`src/rtl/core/ctp_pkg.sv`:
```
// Shared types and constants for the chat markup tag parser.
// Used by every module under rtl/core; depends on nothing else.
`default_nettype none

package ctp_pkg;

  // Configuration register indexes
  typedef enum logic [2:0] {
    CFG_LEFT_SEP    = 3'd0,
    CFG_RIGHT_SEP   = 3'd1,
    CFG_PARAM_SEP   = 3'd2,
    CFG_CONTENT_SEP = 3'd3,
    CFG_TAGS_W0     = 3'd4,
    CFG_TAGS_W1     = 3'd5,
    CFG_TAGS_W2     = 3'd6,
    CFG_TAGS_W3     = 3'd7
  } ctp_cfg_idx_e;

  // Reset values of the separator registers
  localparam logic [7:0] LEFT_SEP_RST    = 8'd91;
  localparam logic [7:0] RIGHT_SEP_RST   = 8'd93;
  localparam logic [7:0] PARAM_SEP_RST   = 8'd32;
  localparam logic [7:0] CONTENT_SEP_RST = 8'd58;

  // Byte roles reported with each result
  typedef enum logic [3:0] {
    ROLE_TEXT     = 4'd0,
    ROLE_OPEN     = 4'd1,
    ROLE_TYPE     = 4'd2,
    ROLE_PSEP     = 4'd3,
    ROLE_PARAM    = 4'd4,
    ROLE_CSEP     = 4'd5,
    ROLE_CONTENT  = 4'd6,
    ROLE_CLOSE    = 4'd7,
    ROLE_FALLBACK = 4'd8,
    ROLE_IGNORED  = 4'd9,
    ROLE_END      = 4'd10
  } ctp_role_e;

  // Parser phases
  typedef enum logic [2:0] {
    PH_IDLE     = 3'd0,
    PH_TEXT     = 3'd1,
    PH_TYPE     = 3'd2,
    PH_PARAMS   = 3'd3,
    PH_CONTENT  = 3'd4,
    PH_FALLBACK = 3'd5,
    PH_IGNORE   = 3'd6
  } ctp_phase_e;

  // Depth of the queue between classifier and parser
  localparam int unsigned QUEUE_DEPTH = 2;

  // Classified byte, handed from front to back
  typedef struct packed {
    logic [7:0] char_byte;
    logic       is_zero;
    logic       is_left;
    logic       is_right;
    logic       is_psep;
    logic       is_csep;
    logic       type_ok;
  } ctp_byte_t;

  // One result item
  typedef struct packed {
    logic [7:0] byte_value;
    ctp_role_e  role;
    logic [4:0] segment_index;
    logic [7:0] tag_type;
    logic [2:0] param_index;
    logic       rollback;
    logic       parse_ok;
  } ctp_result_t;

endpackage

`default_nettype wire

```
`src/rtl/core/ctp_front.sv`:
```
// Front end: configuration registers and per-byte classification.
// Depends on ctp_pkg.
`default_nettype none

module ctp_front (
  input  wire logic                clk_i,
  input  wire logic                rst_ni,
  input  wire logic                cfg_we_i,
  input  wire logic [2:0]          cfg_idx_i,
  input  wire logic [63:0]         cfg_data_i,
  input  wire logic [7:0]          char_byte_i,
  output ctp_pkg::ctp_byte_t       cls_o
);

  logic [7:0]       left_q, right_q, psep_q, csep_q;
  logic [3:0][63:0] tags_q;

  // Configuration writes
  always_ff @(posedge clk_i or negedge rst_ni) begin
    if (!rst_ni) begin
      left_q  <= ctp_pkg::LEFT_SEP_RST;
      right_q <= ctp_pkg::RIGHT_SEP_RST;
      psep_q  <= ctp_pkg::PARAM_SEP_RST;
      csep_q  <= ctp_pkg::CONTENT_SEP_RST;
      tags_q  <= '0;
    end else if (cfg_we_i) begin
      case (ctp_pkg::ctp_cfg_idx_e'(cfg_idx_i))
        ctp_pkg::CFG_LEFT_SEP:    left_q    <= cfg_data_i[7:0];
        ctp_pkg::CFG_RIGHT_SEP:   right_q   <= cfg_data_i[7:0];
        ctp_pkg::CFG_PARAM_SEP:   psep_q    <= cfg_data_i[7:0];
        ctp_pkg::CFG_CONTENT_SEP: csep_q    <= cfg_data_i[7:0];
        ctp_pkg::CFG_TAGS_W0:     tags_q[0] <= cfg_data_i;
        ctp_pkg::CFG_TAGS_W1:     tags_q[1] <= cfg_data_i;
        ctp_pkg::CFG_TAGS_W2:     tags_q[2] <= cfg_data_i;
        ctp_pkg::CFG_TAGS_W3:     tags_q[3] <= cfg_data_i;
        default: ;
      endcase
    end
  end

  // Byte compares and valid-type lookup
  always_comb begin
    cls_o.char_byte = char_byte_i;
    cls_o.is_zero   = (char_byte_i == 8'd0);
    cls_o.is_left   = (char_byte_i == left_q);
    cls_o.is_right  = (char_byte_i == right_q);
    cls_o.is_psep   = (char_byte_i == psep_q);
    cls_o.is_csep   = (char_byte_i == csep_q);
    cls_o.type_ok   = tags_q[char_byte_i[7:6]][char_byte_i[5:0]];
  end

endmodule

`default_nettype wire

```
`src/rtl/core/ctp_queue.sv`:
```
// Short queue of classified bytes between front and back.
// Depends on ctp_pkg.
`default_nettype none

module ctp_queue (
  input  wire logic                clk_i,
  input  wire logic                rst_ni,
  input  wire logic                push_i,
  input  wire ctp_pkg::ctp_byte_t  data_i,
  output logic                     full_o,
  input  wire logic                pop_i,
  output logic                     valid_o,
  output ctp_pkg::ctp_byte_t       data_o
);

  localparam int unsigned Depth = ctp_pkg::QUEUE_DEPTH;
  localparam int unsigned PtrW  = (Depth > 1) ? $clog2(Depth) : 1;
  localparam int unsigned CntW  = $clog2(Depth + 1);

  ctp_pkg::ctp_byte_t mem_q [Depth];
  logic [PtrW-1:0]    wr_ptr_q, wr_ptr_d;
  logic [PtrW-1:0]    rd_ptr_q, rd_ptr_d;
  logic [CntW-1:0]    cnt_q, cnt_d;
  logic               do_push, do_pop;

  assign full_o  = (cnt_q == CntW'(Depth));
  assign valid_o = (cnt_q != '0);
  assign do_push = push_i && !full_o;
  assign do_pop  = pop_i && valid_o;
  assign data_o  = mem_q[rd_ptr_q];

  // Pointer and fill count update
  always_comb begin
    wr_ptr_d = wr_ptr_q;
    rd_ptr_d = rd_ptr_q;
    cnt_d    = cnt_q;
    if (do_push) begin
      wr_ptr_d = (wr_ptr_q == PtrW'(Depth - 1)) ? '0 : wr_ptr_q + 1'b1;
    end
    if (do_pop) begin
      rd_ptr_d = (rd_ptr_q == PtrW'(Depth - 1)) ? '0 : rd_ptr_q + 1'b1;
    end
    if (do_push && !do_pop) begin
      cnt_d = cnt_q + 1'b1;
    end else if (do_pop && !do_push) begin
      cnt_d = cnt_q - 1'b1;
    end
  end

  always_ff @(posedge clk_i or negedge rst_ni) begin
    if (!rst_ni) begin
      wr_ptr_q <= '0;
      rd_ptr_q <= '0;
      cnt_q    <= '0;
    end else begin
      wr_ptr_q <= wr_ptr_d;
      rd_ptr_q <= rd_ptr_d;
      cnt_q    <= cnt_d;
    end
  end

  // Storage, no reset needed
  always_ff @(posedge clk_i) begin
    if (do_push) begin
      mem_q[wr_ptr_q] <= data_i;
    end
  end

endmodule

`default_nettype wire

```
`src/rtl/core/ctp_back.sv`:
```
// Back end: parser state machine and registered result stage.
// Depends on ctp_pkg.
`default_nettype none

module ctp_back #(
  parameter int unsigned MAX_TAGS      = 16,
  parameter int unsigned MAX_PARAMS    = 4,
  parameter int unsigned MAX_PARAM_LEN = 32
) (
  input  wire logic                clk_i,
  input  wire logic                rst_ni,
  input  wire logic                q_valid_i,
  input  wire ctp_pkg::ctp_byte_t  q_data_i,
  output logic                     q_pop_o,
  output logic                     out_valid_o,
  input  wire logic                out_stall_i,
  output ctp_pkg::ctp_result_t     res_o
);

  localparam int unsigned SegW  = $clog2(MAX_TAGS + 1);
  localparam int unsigned PCntW = $clog2(MAX_PARAMS + 1);
  localparam int unsigned PLenW = $clog2(MAX_PARAM_LEN);
  localparam logic [SegW-1:0]  SegMax  = SegW'(MAX_TAGS);
  localparam logic [PCntW-1:0] PCntMax = PCntW'(MAX_PARAMS);
  localparam logic [PLenW-1:0] PLenLim = PLenW'(MAX_PARAM_LEN - 1);

  ctp_pkg::ctp_phase_e  phase_q, phase_d;
  logic [SegW-1:0]      seg_q, seg_d;
  logic [7:0]           type_q, type_d;
  logic [PCntW-1:0]     pcnt_q, pcnt_d;
  logic [PLenW-1:0]     plen_q, plen_d;
  logic                 limit_q, limit_d;

  logic                 out_valid_q, out_valid_d;
  ctp_pkg::ctp_result_t res_q, res_d;

  ctp_pkg::ctp_byte_t   c;
  logic                 pop;
  logic                 start_w, full_w, fail_w;
  logic [SegW-1:0]      seg_w;
  logic [PCntW-1:0]     pidx_w;
  logic [SegW+4:0]      seg_ext;
  logic [PCntW+2:0]     pidx_ext;

  assign c       = q_data_i;
  assign pop     = q_valid_i && (!out_valid_q || !out_stall_i);
  assign q_pop_o = pop;

  // Decode: segment start, segment limit and tag failure
  always_comb begin
    start_w = !c.is_zero &&
              ((phase_q == ctp_pkg::PH_IDLE) || ((phase_q == ctp_pkg::PH_TEXT) && c.is_left));
    full_w  = (seg_q == SegMax);
    fail_w  = 1'b0;
    if (!c.is_zero && !start_w) begin
      case (phase_q)
        ctp_pkg::PH_TYPE: fail_w = !c.type_ok;
        ctp_pkg::PH_PARAMS: begin
          if (!c.is_psep && !c.is_csep && !c.is_right) begin
            fail_w = (plen_q != '0) ? (plen_q == PLenLim) : (pcnt_q == PCntMax);
          end
        end
        default: fail_w = 1'b0;
      endcase
    end
  end

  // Next state
  always_comb begin
    phase_d = phase_q;
    seg_d   = seg_q;
    type_d  = type_q;
    pcnt_d  = pcnt_q;
    plen_d  = plen_q;
    limit_d = limit_q;
    if (c.is_zero) begin
      phase_d = ctp_pkg::PH_IDLE;
      seg_d   = '0;
      type_d  = '0;
      pcnt_d  = '0;
      plen_d  = '0;
      limit_d = 1'b0;
    end else if (start_w) begin
      if (full_w) begin
        limit_d = 1'b1;
        phase_d = ctp_pkg::PH_IGNORE;
      end else begin
        seg_d   = seg_q + 1'b1;
        phase_d = c.is_left ? ctp_pkg::PH_TYPE : ctp_pkg::PH_TEXT;
      end
    end else if (fail_w) begin
      type_d  = '0;
      pcnt_d  = '0;
      plen_d  = '0;
      phase_d = ctp_pkg::PH_FALLBACK;
    end else begin
      case (phase_q)
        ctp_pkg::PH_TYPE: begin
          type_d  = c.char_byte;
          pcnt_d  = '0;
          plen_d  = '0;
          phase_d = ctp_pkg::PH_PARAMS;
        end
        ctp_pkg::PH_PARAMS: begin
          if (c.is_psep) begin
            plen_d = '0;
          end else if (c.is_csep) begin
            phase_d = ctp_pkg::PH_CONTENT;
          end else if (c.is_right) begin
            phase_d = ctp_pkg::PH_IDLE;
          end else if (plen_q != '0) begin
            plen_d = plen_q + 1'b1;
          end else begin
            pcnt_d = pcnt_q + 1'b1;
            plen_d = PLenW'(1);
          end
        end
        ctp_pkg::PH_CONTENT: begin
          if (c.is_right) begin
            phase_d = ctp_pkg::PH_IDLE;
          end
        end
        default: ;
      endcase
    end
  end

  // Result fields
  always_comb begin
    res_d            = '0;
    res_d.byte_value = c.char_byte;
    res_d.role       = ctp_pkg::ROLE_TEXT;
    seg_w            = seg_q - 1'b1;
    pidx_w           = '0;
    if (c.is_zero) begin
      res_d.role     = ctp_pkg::ROLE_END;
      seg_w          = seg_q;
      res_d.rollback = (phase_q == ctp_pkg::PH_TYPE) || (phase_q == ctp_pkg::PH_PARAMS) ||
                       (phase_q == ctp_pkg::PH_CONTENT);
      res_d.parse_ok = !limit_q && !full_w;
    end else if (start_w) begin
      seg_w = seg_q;
      if (full_w) begin
        res_d.role = ctp_pkg::ROLE_IGNORED;
      end else begin
        res_d.role = c.is_left ? ctp_pkg::ROLE_OPEN : ctp_pkg::ROLE_TEXT;
      end
    end else if (fail_w) begin
      res_d.role     = ctp_pkg::ROLE_FALLBACK;
      res_d.rollback = 1'b1;
    end else begin
      case (phase_q)
        ctp_pkg::PH_TEXT: res_d.role = ctp_pkg::ROLE_TEXT;
        ctp_pkg::PH_TYPE: begin
          res_d.role     = ctp_pkg::ROLE_TYPE;
          res_d.tag_type = c.char_byte;
        end
        ctp_pkg::PH_PARAMS: begin
          res_d.tag_type = type_q;
          if (c.is_psep) begin
            res_d.role = ctp_pkg::ROLE_PSEP;
          end else if (c.is_csep) begin
            res_d.role = ctp_pkg::ROLE_CSEP;
          end else if (c.is_right) begin
            res_d.role = ctp_pkg::ROLE_CLOSE;
          end else begin
            res_d.role = ctp_pkg::ROLE_PARAM;
            // continuing bytes use the last count, a new parameter the old count
            pidx_w     = (plen_q != '0) ? pcnt_q - 1'b1 : pcnt_q;
          end
        end
        ctp_pkg::PH_CONTENT: begin
          res_d.tag_type = type_q;
          res_d.role     = c.is_right ? ctp_pkg::ROLE_CLOSE : ctp_pkg::ROLE_CONTENT;
        end
        ctp_pkg::PH_FALLBACK: res_d.role = ctp_pkg::ROLE_FALLBACK;
        default: begin
          res_d.role = ctp_pkg::ROLE_IGNORED;
          seg_w      = seg_q;
        end
      endcase
    end
    seg_ext             = {5'b0, seg_w};
    pidx_ext            = {3'b0, pidx_w};
    res_d.segment_index = seg_ext[4:0];
    res_d.param_index   = pidx_ext[2:0];
  end

  // Output stage handshake
  always_comb begin
    if (pop) begin
      out_valid_d = 1'b1;
    end else if (out_stall_i) begin
      out_valid_d = out_valid_q;
    end else begin
      out_valid_d = 1'b0;
    end
  end

  always_ff @(posedge clk_i or negedge rst_ni) begin
    if (!rst_ni) begin
      phase_q     <= ctp_pkg::PH_IDLE;
      seg_q       <= '0;
      type_q      <= '0;
      pcnt_q      <= '0;
      plen_q      <= '0;
      limit_q     <= 1'b0;
      out_valid_q <= 1'b0;
    end else begin
      out_valid_q <= out_valid_d;
      if (pop) begin
        phase_q <= phase_d;
        seg_q   <= seg_d;
        type_q  <= type_d;
        pcnt_q  <= pcnt_d;
        plen_q  <= plen_d;
        limit_q <= limit_d;
      end
    end
  end

  // Result payload
  always_ff @(posedge clk_i) begin
    if (pop) begin
      res_q <= res_d;
    end
  end

  assign out_valid_o = out_valid_q;
  assign res_o       = res_q;

`ifndef ASSERT_OFF
  a_seg_bound: assert property (@(posedge clk_i) disable iff (!rst_ni)
    seg_q <= SegMax)
    else $error("segment count above limit");

  a_limit_ignore: assert property (@(posedge clk_i) disable iff (!rst_ni)
    limit_q |-> (phase_q == ctp_pkg::PH_IGNORE))
    else $error("limit hit outside ignore phase");

  a_rollback_role: assert property (@(posedge clk_i) disable iff (!rst_ni)
    (out_valid_q && res_q.rollback) |->
      (res_q.role == ctp_pkg::ROLE_FALLBACK || res_q.role == ctp_pkg::ROLE_END))
    else $error("rollback on a non-fallback byte");

  a_ok_on_end: assert property (@(posedge clk_i) disable iff (!rst_ni)
    (out_valid_q && res_q.parse_ok) |-> (res_q.role == ctp_pkg::ROLE_END))
    else $error("parse_ok away from end byte");

  a_pop_loads: assert property (@(posedge clk_i) disable iff (!rst_ni)
    pop |=> out_valid_q)
    else $error("popped byte produced no result");
`endif

endmodule

`default_nettype wire

```
`src/rtl/core/chat_markup_tag_parser.sv`:
```
// Chat markup tag parser, one message byte per request, one result per byte.
// An accepted byte passes through the queue and then the registered result stage.
// Throughput: one byte per cycle while the output is not stalled.
// A stalled output fills the two-entry queue, after which input stalls.
// Reset clears parse state and queue and loads default separators; no sweep.
// Depends on ctp_pkg, ctp_front, ctp_queue, ctp_back.
`default_nettype none

module chat_markup_tag_parser #(
  parameter int unsigned MAX_TAGS      = 16,
  parameter int unsigned MAX_PARAMS    = 4,
  parameter int unsigned MAX_PARAM_LEN = 32
) (
  input  wire logic        clk_i,
  input  wire logic        rst_ni,
  input  wire logic        cfg_we_i,
  input  wire logic [2:0]  cfg_idx_i,
  input  wire logic [63:0] cfg_data_i,
  input  wire logic        in_valid_i,
  output logic             in_stall_o,
  input  wire logic [7:0]  char_byte_i,
  output logic             out_valid_o,
  input  wire logic        out_stall_i,
  output logic [7:0]       byte_value_o,
  output logic [3:0]       role_o,
  output logic [4:0]       segment_index_o,
  output logic [7:0]       tag_type_o,
  output logic [2:0]       param_index_o,
  output logic             rollback_o,
  output logic             parse_ok_o
);

  ctp_pkg::ctp_byte_t   cls_w, q_data_w;
  ctp_pkg::ctp_result_t res_w;
  logic                 q_full_w, q_valid_w, q_pop_w;

  // Classifier
  ctp_front u_front (
    .clk_i       (clk_i),
    .rst_ni      (rst_ni),
    .cfg_we_i    (cfg_we_i),
    .cfg_idx_i   (cfg_idx_i),
    .cfg_data_i  (cfg_data_i),
    .char_byte_i (char_byte_i),
    .cls_o       (cls_w)
  );

  // Queue between classifier and parser
  ctp_queue u_queue (
    .clk_i   (clk_i),
    .rst_ni  (rst_ni),
    .push_i  (in_valid_i),
    .data_i  (cls_w),
    .full_o  (q_full_w),
    .pop_i   (q_pop_w),
    .valid_o (q_valid_w),
    .data_o  (q_data_w)
  );

  // Parser and result register
  ctp_back #(
    .MAX_TAGS      (MAX_TAGS),
    .MAX_PARAMS    (MAX_PARAMS),
    .MAX_PARAM_LEN (MAX_PARAM_LEN)
  ) u_back (
    .clk_i       (clk_i),
    .rst_ni      (rst_ni),
    .q_valid_i   (q_valid_w),
    .q_data_i    (q_data_w),
    .q_pop_o     (q_pop_w),
    .out_valid_o (out_valid_o),
    .out_stall_i (out_stall_i),
    .res_o       (res_w)
  );

  assign in_stall_o      = q_full_w;
  assign byte_value_o    = res_w.byte_value;
  assign role_o          = res_w.role;
  assign segment_index_o = res_w.segment_index;
  assign tag_type_o      = res_w.tag_type;
  assign param_index_o   = res_w.param_index;
  assign rollback_o      = res_w.rollback;
  assign parse_ok_o      = res_w.parse_ok;

endmodule

`default_nettype wire

```
`config.mk`:
```
export PLATFORM = sky130hd
export DESIGN_NAME = chat_markup_tag_parser
export DESIGN_NICKNAME = d
export VERILOG_FILES = /design/src/rtl/core/ctp_pkg.sv /design/src/rtl/core/ctp_front.sv /design/src/rtl/core/ctp_queue.sv /design/src/rtl/core/ctp_back.sv /design/src/rtl/core/chat_markup_tag_parser.sv
export SDC_FILE = /design/constraint.sdc
export NUM_CORES = 1
export LEC_CHECK = 0
export ABC_AREA = 0
export BUFFER_PORTS_ARGS = -buffer_cell sky130_fd_sc_hd__buf_2
export CAP_MARGIN = 20
export CORE_MARGIN = 3
export CORE_UTILIZATION = 42
export DETAILED_ROUTE_END_ITERATION = 16
export GPL_ROUTABILITY_DRIVEN = 0
export RECOVER_POWER = 25
export SLEW_MARGIN = 20
export SYNTH_ARGS = -nofsm -noshare
export SYNTH_HDL_FRONTEND = slang
export SYNTH_SLANG_ARGS = --single-unit
```
`constraint.sdc`:
```
create_clock -name clk_i -period 2.2 [get_ports clk_i]
set_input_delay 0.44 -clock clk_i [delete_from_list [all_inputs] [get_ports clk_i]]
set_output_delay 0.44 -clock clk_i [all_outputs]
set_load 0.03 [all_outputs]
```
# After elaboration in Yosys (flattened, before gate mapping)
# Memories as Yosys holds them, arrays and structs flattened.
# Index checks and enable logic that the tools add are counted.
[totals] out_inout_bits=32 latch_bits=0 ram_bits=28 regBits=348 in_bits=80 mem_bits_ro=0 n_memories=1 word_cells=194
[memory_table] memory="u_queue.mem_q" words=2 width=14 read_ports=1 rd_ports_with_merged_regs=0 write_ports=1 line="ctp_queue.sv:20" source="ctp_pkg::ctp_byte_t mem_q [Depth];"
[op_classes] eq_ne=30 n_div=0 mul=0 shift=0 add_sub_neg=9 muxes=69 n_bitwise=1 magnitude_cmp=2 reduce_logical=57
[op_table] operator="binary-select mux 64 bit (select 2 bit)" n=1
[op_table] operator="2-to-1 mux 5 bit" n=14
[op_table] operator="2-to-1 mux 64 bit" n=1
[op_table] operator="2-to-1 mux 3 bit" n=15
[op_table] operator="equality test 8 bit" n=4
[op_table] operator="2-to-1 mux 8 bit" n=4
[op_table] operator="equality test 3 bit, second input constant" n=7
[op_table] operator="2-to-1 mux 4 bit" n=5
[op_table] operator="case mux 4 bit (5 select lines)" n=1
[op_table] operator="2-to-1 mux 1 bit" n=18
[op_table] operator="case mux 8 bit (2 select lines)" n=1
[op_table] operator="AND reduction 2 bit" n=8
[op_table] operator="logical NOT 1 bit" n=13
[op_table] operator="equality test 3 x 2 -> 1 bit, second input constant" n=4
[op_table] operator="inequality test 4 x 3 -> 1 bit, second input constant" n=3
[op_table] operator="AND reduction 3 bit" n=4
[op_table] operator="logical AND 1 bit" n=11
[op_table] operator="adder 5 x 1 -> 5 bit, second input constant" n=2
[op_table] operator="equality test 5 bit, second input constant" n=2
[op_table] operator="inequality test 5 x 4 -> 1 bit, second input constant" n=2
[op_table] operator="case mux 5 bit (2 select lines)" n=1
[op_table] operator="case mux 3 bit (3 select lines)" n=1
[op_table] operator="logical NOT 8 bit" n=1
[op_table] operator="2-to-1 mux 2 bit" n=4
[op_table] operator="30 further kinds" n=41

# Logic depth before layout (Yosys ltp)
# Gate-level depths: netlist (run 1).
[logic_depth] depth_word=10 mapped_depth=11 mapped_depth_nobuf=8

# Hierarchy
# Synthesis (run 1) repeated with hierarchy kept, for this count alone.
[unflattened] cells_unflattened=1207 hier_area_um2=17618.1
[by_module_without_submodules] module="ctp_front" seq_area_each_um2=7225.7 n_inst=1 cells_each=875 area_each_um2=13465.4
[by_module_without_submodules] module="ctp_back" seq_area_each_um2=1551.5 n_inst=1 cells_each=269 area_each_um2=2889.0
[by_module_without_submodules] module="ctp_queue" seq_area_each_um2=940.9 n_inst=1 cells_each=63 area_each_um2=1263.7

# Worst setup path before layout (run 1)
# OpenSTA, ideal clock, no wires.
[synth_path] kind="reg2reg" from="reg u_back.plen_q[0]" to="reg u_back.phase_q[0]" path_slack_ns=-0.256 path_buffers=0 period_less_slack_ns=2.456 setup_time_ns=0.128 t_required_ns=2.072 stages_incl_launch_ff=9 arrival_time_ns=2.328 path_cell_list="dfrtp_1 > inv_1 > ha_1 > nor4b_4 > mux2i_1 > o31ai_2 > or3_1 > o31a_1 > mux2_1"
[synth_via] elab_chain_len=8 word_cells_on_any_way=12 cone_classes="eq/ne (2); mux (7); reduce/logical (3)"
[synth_rtl] element="start: declaration" line="ctp_back.sv:31" source="logic [PLenW-1:0] plen_q, plen_d;"
[synth_rtl] element="start signal: assignment" line="ctp_back.sv:216" source="plen_q <= plen_d;"
[synth_rtl] element="equality test 5 bit / nonzero test 5 bit (equally long branches)" line="ctp_back.sv:60" source="fail_w = (plen_q != '0) ? (plen_q == PLenLim) : (pcnt_q == PCntMax);"
[synth_rtl] element="2-to-1 mux 1 bit *" line="ctp_back.sv:60"
[synth_rtl] element="2-to-1 mux 1 bit *" line="ctp_back.sv:59" source="if (!c.is_psep && !c.is_csep && !c.is_right) begin"
[synth_rtl] element="case mux 1 bit (2 select lines) *" line="ctp_back.sv:56" source="case (phase_q)"
[synth_rtl] element="2-to-1 mux 1 bit *" line="ctp_back.sv:55" source="if (!c.is_zero && !start_w) begin"
[synth_rtl] element="2-to-1 mux 3 bit" line="ctp_back.sv:91" source="end else if (fail_w) begin"
[synth_rtl] element="2-to-1 mux 3 bit" line="ctp_back.sv:83" source="end else if (start_w) begin"
[synth_rtl] element="2-to-1 mux 3 bit" line="ctp_back.sv:76" source="if (c.is_zero) begin"
[synth_rtl] element="end signal: assignment" line="ctp_back.sv:202" source="phase_q <= ctp_pkg::PH_IDLE;"
[synth_rtl] element="end signal: assignment" line="ctp_back.sv:212" source="phase_q <= phase_d;"
[synth_rtl] element="end: declaration" line="ctp_back.sv:27" source="ctp_pkg::ctp_phase_e phase_q, phase_d;"
# Mark *: on every way between the ends. The rest lies on a longest branch, timed or not.
# A chain may end at the register's enable or synchronous reset.

# Worst setup path in the final report (run 1)
[layout_path] from="reg u_back.plen_q[0]" to="reg u_back.phase_q[2]"
# The elaborated chain is that of the path after synthesis.

==> metrics.txt, run 1 <==
status complete, but fails checks; failing checks setup timing; total die area 43,670 sq um; Yosys top cell area share 43.82%; Reg clk slew, reported paths 0.06 ns; number of synthesized flops with an enable pin 58; WL met3 1424 microns; slowest CP cell dfrtp_1; initial antenna violation count 2; Mapped Nets 1,266; DP Area 19,390 sq um; Hold Path Depth 3; WHS Endpoint u_back.out_valid_o; final period utilization 112.0%; FF-to-FF Start u_back.plen_q[0]; die span in y 209.0 microns; vias in the first global route 11,440; HP Start out_stall_i; final instance area 21,070 sq um; Via density 5.433; synthesized cell area 17,300 sq um; Setup Slack @ Placement -0.6384 ns; sequential area share after synthesis 56.17%; via count 10,660; core area 40,190 sq um; antenna-violating nets left 0; Max stage delay on crit path 0.42 ns; WP data required 2.63 ns; Setup crit end kind flop; crit path cell chain inv_2, ha_4, nor4b_4, mux2i_1, buf_4, o31ai_4, or3_4, o31a_1, mux2_1; Netlist cell types 70; static leakage 8.928 nW; arrival time worst endpoint 2.89 ns; 1st-pass router iterations 4; I/O Pins 112; MaxCap Viol Count 0; Skew-Pair Late Insertion Delay 0.56 ns; Core Util, Final 52.44%; Top delay family on crit path simple AND/OR/NAND/NOR gates; max frequency 0.4057 GHz; PD cells 1108 nW/um^2; nets 1,493; CP Class flop to flop; reg2reg end u_back.phase_q[2]; clock share of power 29.8%; GR Util All Layers 18.96%; RSZ-0062 raised after global routing true; Routed WL 40,910 microns; total negative slack -4.216 ns; worst vdd ir 0.5696 mV; total power 23.35 mW; Synth Area per Inst 14.70 sq um; Final Hold Fails 0; Post-Synthesis Cells 1,177; met2 WL 20,030 microns; Final WS setup -0.2648 ns; Root Driver clkbuf_16; Longest Clk Path Bufs 3; FILL cells 3,411; post-synth top area cell dfrtp_1; worst-path maximum fanout 4; DP HPWL 27,960 microns; logic gate share of total power 28.1%; P_sw 6.872 mW; Slew HR 8.849%; Die W 209.0 microns; Seq. cell area 9718 sq um; Hold Crit Class primary input to flop; H-tree Lvls 2; Synth area leaders dfrtp_1, mux2_2, edfxtp_1, mux4_2, dfstp_2; P_int 16.47 mW; Yosys reg bits 376; Period minus WS final 2.465 ns; Top Metal Used met5; worst path buffer plus inverter count 2; initial core utilization 43.05%; sequential power share 42.1%; multi-input logic area 7391 sq um; GRT Residual Overflow 0; TritonCTS clock tree done; Num CTS Buffers 42; Routed wire per std cell 20.85 microns; Initial DRC Count 441; input/output buffers 111; n_diodes 0; M1 wire length 18,390 microns; clk_skew 0.009504 ns; CTS sink count 376; Net Sw Frac 29.44%; asr flop ratio synth 84.57%; R2R depth 9; Synth Warn # 0; synthesis-to-layout area growth 21.80%; first-pass GRT wire length 65,880 microns; CP Launch Type flop; Remaining DRCs 0; Final setup viols 33; Max Slew Vio Count 0; Most used DFF post-synth dfrtp_1; largest net degree at the start of global routing 65; number of cell rows 73; Reg2Reg Setup Slack -0.26 ns; worst-margin pin slew 1.367 ns; share of cells above drive strength 1 50.03%
## synthesized netlist by cell type, types with 4 or more instances
library cell	number
and2_1	4
xnor2_1	37
buf_2	10
nand4_1	11
nor2_1	36
a21oi_1	14
o21ai_1	14
nor3_1	11
nor2b_1	7
o21ai_0	13
xor2_1	5
mux4_1	7
mux2i_1	37
mux4_2	46
nand3_1	7
buf_6	7
a31oi_1	7
inv_1	26
o211ai_1	8
nor3b_1	4
edfxtp_1	58
dfstp_2	15
ha_1	9
nand2_1	40
dfrtp_1	303
o31ai_1	5
buf_1	8
buf_4	5
mux2_2	301
clkbuf_1	35
nand2b_1	9
a22oi_1	19
## power groups by stage
| stage | Clock, mW | Sequential (mW) | Combinational (mW) |
|---|---|---|---|
| floorplan | 0 | 10.2 | 3.66 |
| global placement | 0 | 9.91 | 5.91 |
| detailed placement | 0 | 9.94 | 6.02 |
| CTS | 7.17 | 9.82 | 6.21 |
| global route | 7.44 | 10.0 | 7.10 |
| finish | 6.95 | 9.83 | 6.56 |
## through the flow
stage	std cells	hold slack (ns)
finish	1962	0.1209
global route	1962	0.1216
CTS	1954	0.09130
detailed placement	1873	0.3928
global placement	1873	0.3916
floorplan	1177	0.1444
## cell usage in the layout, fill, tap and decap left out, types with 8 or more instances in the layout
cell / synthesis / layout
a21oi_1: 14 / 13
a22oi_1: 19 / 19
buf_12: 1 / 18
buf_2: 10 / 102
buf_4: 5 / 97
buf_6: 7 / 13
clkbuf_1: 35 / 30
clkbuf_16: 0 / 45
dfrtp_1: 303 / 303
dfstp_2: 15 / 15
edfxtp_1: 58 / 58
inv_1: 26 / 23
mux2_2: 301 / 301
mux2i_1: 37 / 37
mux4_2: 46 / 48
nand2_1: 40 / 37
nand2b_1: 9 / 9
nand4_1: 11 / 11
nor2_1: 36 / 25
nor2_2: 1 / 10
nor3_1: 11 / 10
o211ai_1: 8 / 8
o21ai_0: 13 / 9
o21ai_1: 14 / 11
xnor2_1: 37 / 37
## registers in the layout (all words and copies together), names as in the netlist
| name | flops |
|---|---|
| u_back.limit_q | 1 |
| u_back.out_valid_o | 1 |
| u_back.pcnt_q | 3 |
| u_back.phase_q | 3 |
| u_back.plen_q | 5 |
| u_back.res_o | 30 |
| u_back.seg_q | 5 |
| u_back.type_q | 8 |
| u_front.csep_q | 8 |
| u_front.left_q | 8 |
| u_front.psep_q | 8 |
| u_front.right_q | 8 |
| u_front.tags_q | 256 |
| u_queue.cnt_q | 2 |
| u_queue.mem_q | 28 |
| u_queue.rd_ptr_q | 1 |
| u_queue.wr_ptr_q | 1 |
## cell families after synthesis
| family | after synthesis | share of synthesized area [%] |
|---|---|---|
| mux | 395 | 29.06 |
| flops | 376 | 56.17 |
| simple gates | 151 | 4.744 |
| compound gates | 112 | 4.679 |
| buf+inv | 92 | 2.575 |
| xor+xnor | 42 | 2.126 |
| fa+ha+maj | 9 | 0.6509 |
## worst register-to-register path, cell delays in order (launching register included)
cell and delay [ns]:
dfrtp_1 0.42, inv_2 0.10, ha_4 0.14, nor4b_4 0.22, mux2i_1 0.23, buf_4 0.17, o31ai_4 0.06, or3_4 0.36
o31a_1 0.31, mux2_1 0.34
## how the worst max path moves through the flow
stage / start / endpoint / slack, ns / cells past startpoint
floorplan: u_back.plen_q[0] / u_back.phase_q[0] / -0.20 / 8
global placement: char_byte_i[7] / u_queue.mem_q[0][0] / -0.62 / 9
detailed placement: char_byte_i[7] / u_queue.mem_q[1][0] / -0.64 / 9
CTS: u_back.plen_q[0] / u_back.phase_q[2] / -0.25 / 9
global route: u_back.plen_q[0] / u_back.phase_q[0] / -0.36 / 9
finish: u_back.plen_q[0] / u_back.phase_q[2] / -0.26 / 9
## per-layer routing
metal	vias up	track usage [%]
met5	-	0
met4	4	5.751
met3	62	3.228
met2	172	31.73
met1	5569	25.49
li1	4852	-
## final cells by class
class | instances | area share, %
sequential | 376 | 46.11
multi-input combinational | 709 | 35.07
timing repair buffer | 249 | 8.680
clock buffer | 67 | 6.068
tap | 525 | 3.117
clock inverter | 10 | 0.4750
inverter | 26 | 0.4750
## timing repair
item / CTS / global route
hold buffers: 1 / 0
gates cloned: 0 / 1
endpoints found under the hold margin: 34 / 0
buffers inserted: 3 / 8
resized for setup: 27 / 46
endpoints found under the setup margin: 29 / 40
pin swaps: 4 / 17
(Power assumes the default switching activity.)
==> run 2, diff against run 1 <==
GPL_TIMING_DRIVEN = 0   (was unset)
PLACE_DENSITY = 0.61   (was unset)
==> run 2 against run 1 <==
The flow still finishes with violations (setup timing). Wire length increased by 2.4%. Clock-buffer cell count decreased by 4. Final area decreased by 3.4%. Largest cell class unchanged.
==> metrics.txt, run 2 (synthesis gave the netlist of run 1 again) <==
status complete, but fails checks; failing checks setup timing; die span in y 209.0 microns (unchanged); antenna-violating nets left 0 (unchanged); vias in the first global route 11,070 (-3.2%); Max Slew Vio Count 0 (unchanged); CP startpoint u_back.plen_q[0]; Skew-Pair Late Insertion Delay 0.54 ns (-0.02 ns); Final Non-Filler Cells 1,907 (-2.8%); first-pass GRT wire length 66,130 microns (+0.38%); R2R depth 8 (-1); sequential power share 43.5% (+1.4 points); Reg2Reg Setup Slack -0.28 ns (about the same); I/O Pins 112 (unchanged); Initial DRC Count 680 (+54%); MaxCap Viol Count 0 (unchanged); Hold Path Depth 1 (-2); Setup Slack @ Placement -1.461 ns (-0.8231 ns); via count 10,590 (-0.69%); Reg clk slew, reported paths 0.06 ns (about the same); Slew HR 18.81% (+10 points); commonest non-fill, non-tap cells in the layout dfrtp_1, mux2_2, buf_2, edfxtp_1, mux4_2; CTS sink count 376 (unchanged); Routed WL 41,910 microns (+2.4%); largest net degree at the start of global routing 101 (+55%); input/output buffers 109 (-1.8%); RSZ-0062 raised after global routing true; FILL cells 3,531 (+3.5%); reg2reg end u_back.phase_q[2]; synthesis-to-layout area growth 17.68%; worst-margin pin slew 1.208 ns (-0.1588 ns); CP Class flop to flop; Root Driver clkbuf_16; H-tree Lvls 2 (unchanged); core area 40,190 sq um (unchanged); Final Hold Fails 0 (unchanged); Die W 209.0 microns (unchanged); TritonCTS clock tree done; CP Launch Type flop; logic gate share of total power 26.6% (-1.5 points); final period utilization 112.7% (+0.64 points); total die area 43,670 sq um (unchanged); max frequency 0.4034 GHz (-0.57%); clk_skew 0.02258 ns (+0.01307 ns); P_sw 6.750 mW (-1.8%); worst-path maximum fanout 5 (+1); initial antenna violation count 6 (+4); 1st-pass router iterations 4 (unchanged); static leakage 8.471 nW (-5.1%); number of cell rows 73 (unchanged); Period minus WS final 2.479 ns (+0.01404 ns); P_int 15.67 mW (-4.9%); Final setup viols 36 (+9.1%); FF-to-FF Start u_back.plen_q[0]; most common cell after layout, fill and taps aside dfrtp_1; DP HPWL 28,390 microns (+1.5%); CP Capture Point u_back.phase_q[2]; Via density 5.551 (+2.2%); initial core utilization 43.05% (unchanged); share of cells above drive strength 1 45.84% (-4.2 points); GR Util All Layers 19.36% (+0.40 points); Remaining DRCs 0 (unchanged); Most flops, register u_front.tags_q; Core Util, Final 50.66% (-1.8 points); max FFs per register 256 (unchanged); GRT Residual Overflow 0 (unchanged); WP data required 2.62 ns (about the same); PD cells 1101 nW/um^2 (-0.60%); nets 1,441 (-3.5%); Longest Clk Path Bufs 3 (unchanged); Num CTS Buffers 43 (+2.4%); worst vdd ir 0.7450 mV (+31%); clock share of power 29.9% (about the same); Routed wire per std cell 21.97 microns (+5.4%); arrival time worst endpoint 2.90 ns (about the same); total power 22.42 mW (-4.0%); # placed instances 1,814 (-3.2%); Hold Crit Class primary input to flop; Net Sw Frac 30.11% (+0.67 points); Setup crit end kind flop; Final WS setup -0.2788 ns (-0.01404 ns)
==> run 2: per-layer routing <==
| layer | GRT usage [%] | vias to the layer above | routed length [microns] |
|---|---|---|---|
| met2 | 31.95 | 235 | 20380 |
| met3 | 3.633 | 81 | 1977 |
| met5 | 0 | - | 65 |
| met1 | 26.38 | 5530 | 18430 |
| met4 | 5.473 | 8 | 1052 |
| li1 | - | 4731 | - |
==> run 2: cell type report <==
class / count / area (sq um) / share of cell area [%]
diodes: 1 / 2.502 / 0.01229
plain buffers: 63 / 461.7 / 2.268
clock buffers: 63 / 1251 / 6.145
clock inverters: 11 / 62.56 / 0.3073
inverters: 26 / 101.3 / 0.4978
multi-input cells: 709 / 7343 / 36.07
flip-flops and latches: 376 / 9718 / 47.73
well taps: 525 / 656.9 / 3.226
repair buffers: 133 / 763.2 / 3.749
==> run 2: how the worst min path moves through the flow <==
| stage | from | to |
|---|---|---|
| 6_report | char_byte_i[0] | u_queue.mem_q[0][6] |
| 2_1_floorplan | rst_ni | u_back.limit_q |
| 5_1_grt | char_byte_i[0] | u_queue.mem_q[0][6] |
| 3_5_place_dp | rst_ni | u_front.tags_q[135] |
| 3_3_place_gp | u_back.type_q[2] | u_back.type_q[2] |
| 4_1_cts | char_byte_i[0] | u_queue.mem_q[1][6] |
==> run 2: repair_timing <==
| action | CTS | global route |
|---|---|---|
| endpoints found under the setup margin | 71 | 120 |
| cloned | 1 | 0 |
| hold buffers | 1 | 0 |
| pin swaps | 10 | 3 |
| resized for setup | 66 | 21 |
| hold endpoints to repair | 59 | 0 |
| setup buffers | 12 | 7 |
==> run 2: power groups by stage <==
| stage | clock network (mW) | logic (mW) | registers [mW] |
|---|---|---|---|
| finish | 6.71 | 5.97 | 9.75 |
| global route | 7.18 | 6.48 | 9.95 |
| CTS | 6.87 | 5.90 | 9.74 |
| detailed placement | 0 | 5.58 | 9.86 |
| global placement | 0 | 5.47 | 9.79 |
| floorplan | 0 | 3.66 | 10.2 |
==> run 2: per-stage QoR <==
stage	hold WS [ns]	area (sq um)	setup TNS, ns
finish	0.1481	20360	-5.151
floorplan	0.1444	17310	-2.232
detailed placement	0.4295	18620	-127.76
CTS	0.08298	20280	-4.882
global route	0.1446	20360	-11.92
global placement	0.4672	18520	-1823.86
==> run 2: worst max-delay path: stages (launching register included) <==
cell and delay (ns):
dfrtp_1 0.41, ha_1 0.25, and3_1 0.19, ha_1 0.20
mux2i_4 0.21, o31ai_4 0.08, or3_4 0.38, o31a_1 0.32
mux2_4 0.33
==> run 3, diff against run 2 <==
RECOVER_POWER = unset   (was 25)
==> run 3 against run 2 <==
Clock skew grew 0.00087 ns. Die area is the same. Highest routed layer unchanged. The run still ends with setup timing left. Via count is essentially flat. Register-to-register slack is essentially flat. Worst hold slack lost 0.042 ns. Wire length grew 0.17%. Non-clock buffer count is the same. First-iteration DRC count shrank 4.3%.
==> metrics.txt, run 3 (synthesis gave the netlist of run 1 again) <==
Longest Clk Path Bufs 3 (unchanged); I/O Pins 112 (unchanged); GR Util All Layers 19.36% (unchanged); max FFs per register 256 (unchanged); status complete, but fails checks; static leakage 8.510 nW (+0.46%); Hold Crit Class primary input to flop; Num CTS Buffers 43 (unchanged); FILL cells 3,524 (-0.20%); H-tree Lvls 2 (unchanged); Max Slew Vio Count 0 (unchanged); CTS sink count 376 (unchanged); largest net degree at the start of global routing 101 (unchanged); WHS Endpoint u_queue.mem_q[0][6]; Slew HR 36.27% (+17 points); Root Driver clkbuf_16; arrival time worst endpoint 2.90 ns (about the same); HP Start char_byte_i[0]; Die W 209.0 microns (unchanged); FF-to-FF Start u_back.plen_q[0]; PD cells 1099 nW/um^2 (-0.17%); Via density 5.553 (about the same); core area 40,190 sq um (unchanged); Reg clk slew, reported paths 0.06 ns (about the same); first-pass GRT wire length 66,130 microns (unchanged); RSZ-0062 raised after global routing true; total power 22.45 mW (+0.11%); GRT Residual Overflow 0 (unchanged); Reg2Reg Setup Slack -0.28 ns (about the same); DP HPWL 28,390 microns (unchanged); antenna-violating nets left 0 (unchanged); R2R depth 8 (unchanged); multi-input logic area 7358 sq um (+0.20%); Period minus WS final 2.478 ns (-0.001180 ns); worst-margin pin slew 0.9559 ns (-0.2525 ns); CP Class flop to flop; die span in y 209.0 microns (unchanged); Initial DRC Count 651 (-4.3%); worst-path maximum fanout 5 (unchanged); failing checks setup timing; Routed WL 41,980 microns (+0.17%); total die area 43,670 sq um (unchanged); Remaining DRCs 0 (unchanged); final period utilization 112.6% (about the same); max frequency 0.4036 GHz (about the same); CP Launch Type flop; MaxCap Viol Count 0 (unchanged); Routed wire per std cell 22.01 microns (+0.17%); worst vdd ir 0.7447 mV (about the same); input/output buffers 109 (unchanged); # placed instances 1,814 (unchanged); Most flops, register u_front.tags_q; reg2reg end u_back.phase_q[2]; initial core utilization 43.05% (unchanged); Final Non-Filler Cells 1,907 (unchanged); Final Hold Fails 0 (unchanged); initial antenna violation count 6 (unchanged); vias in the first global route 11,070 (unchanged); share of cells above drive strength 1 46.71% (+0.87 points); Hold Path Depth 1 (unchanged); synthesis-to-layout area growth 18.01%; Skew-Pair Late Insertion Delay 0.54 ns (about the same); total negative slack -5.189 ns (-0.03736 ns); DP Area 18,620 sq um (unchanged); most common cell after layout, fill and taps aside dfrtp_1; Seq. cell area 9718 sq um (unchanged); clk_skew 0.02344 ns (+0.0008668 ns); WP data required 2.62 ns (about the same); Setup crit end kind flop; commonest non-fill, non-tap cells in the layout dfrtp_1, mux2_2, buf_2, edfxtp_1, mux4_2; Final WS setup -0.2776 ns (+0.001180 ns); number of cell rows 73 (unchanged); Core Util, Final 50.81% (+0.14 points); via count 10,590 (+0.047%); nets 1,441 (unchanged); final instance area 20,420 sq um (+0.28%); 1st-pass router iterations 4 (unchanged); TritonCTS clock tree done; Final setup viols 37 (+2.8%)
run 3: layout make-up:
cell class | instances | area share (%)
Multi-Input combinational cell | 709 | 36.04
Antenna cell | 1 | 0.01226
Clock buffer | 63 | 6.128
Buffer | 63 | 2.267
Inverter | 26 | 0.4964
Sequential cell | 376 | 47.59
Tap cell | 525 | 3.217
Timing Repair Buffer | 133 | 3.940
Clock inverter | 11 | 0.3064
run 3: repair_timing:
| item | CTS | global route |
|---|---|---|
| hold buffers | 1 | 0 |
| cloned | 1 | 0 |
| gates resized for setup | 66 | 21 |
| buffers inserted | 12 | 7 |
| hold endpoints to repair | 59 | 0 |
| pin swaps | 10 | 3 |
| setup endpoints to repair | 71 | 120 |
run 3: worst max path at each step:
stage	startpoint	to	depth (start not counted)
6_report	u_back.plen_q[0]	u_back.phase_q[2]	8
5_1_grt	u_back.plen_q[0]	u_back.phase_q[0]	8
4_1_cts	u_back.plen_q[0]	u_back.phase_q[1]	8
3_5_place_dp	char_byte_i[0]	u_queue.mem_q[0][0]	9
3_3_place_gp	rst_ni	u_front.tags_q[96]	1
2_1_floorplan	u_back.plen_q[0]	u_back.phase_q[0]	8
run 3: routing by layer:
layer / vias to the layer above / track usage, % / wire (microns)
li1: 4732 / - / -
met1: 5540 / 26.38 / 18660
met2: 229 / 31.95 / 20310
met3: 81 / 3.633 / 1888
met4: 8 / 5.473 / 1048
met5: - / 0 / 65
run 3: worst max-delay path: stages (launching register included):
cell and delay [ns]:
dfrtp_1 0.42, ha_1 0.25, and3_1 0.19, ha_1 0.20, mux2i_4 0.21, o31ai_4 0.08
or3_4 0.38, o31a_1 0.32, mux2_4 0.33
run 3: through the flow:
step,hold slack (ns),setup slack (ns)
2_1_floorplan,0.1444,-0.1954
6_report,0.1063,-0.2776
3_3_place_gp,0.4672,-5.465
4_1_cts,0.08298,-0.2822
5_1_grt,0.09015,-0.3669
3_5_place_dp,0.4295,-1.461
run 3: power breakdown:
part	leakage, nW	total [mW]	switching [mW]	internal [mW]
Clock	0.647	6.71	2.79	3.92
Sequential	4.39	9.75	0.779	8.97
Combinational	3.47	5.99	3.20	2.79
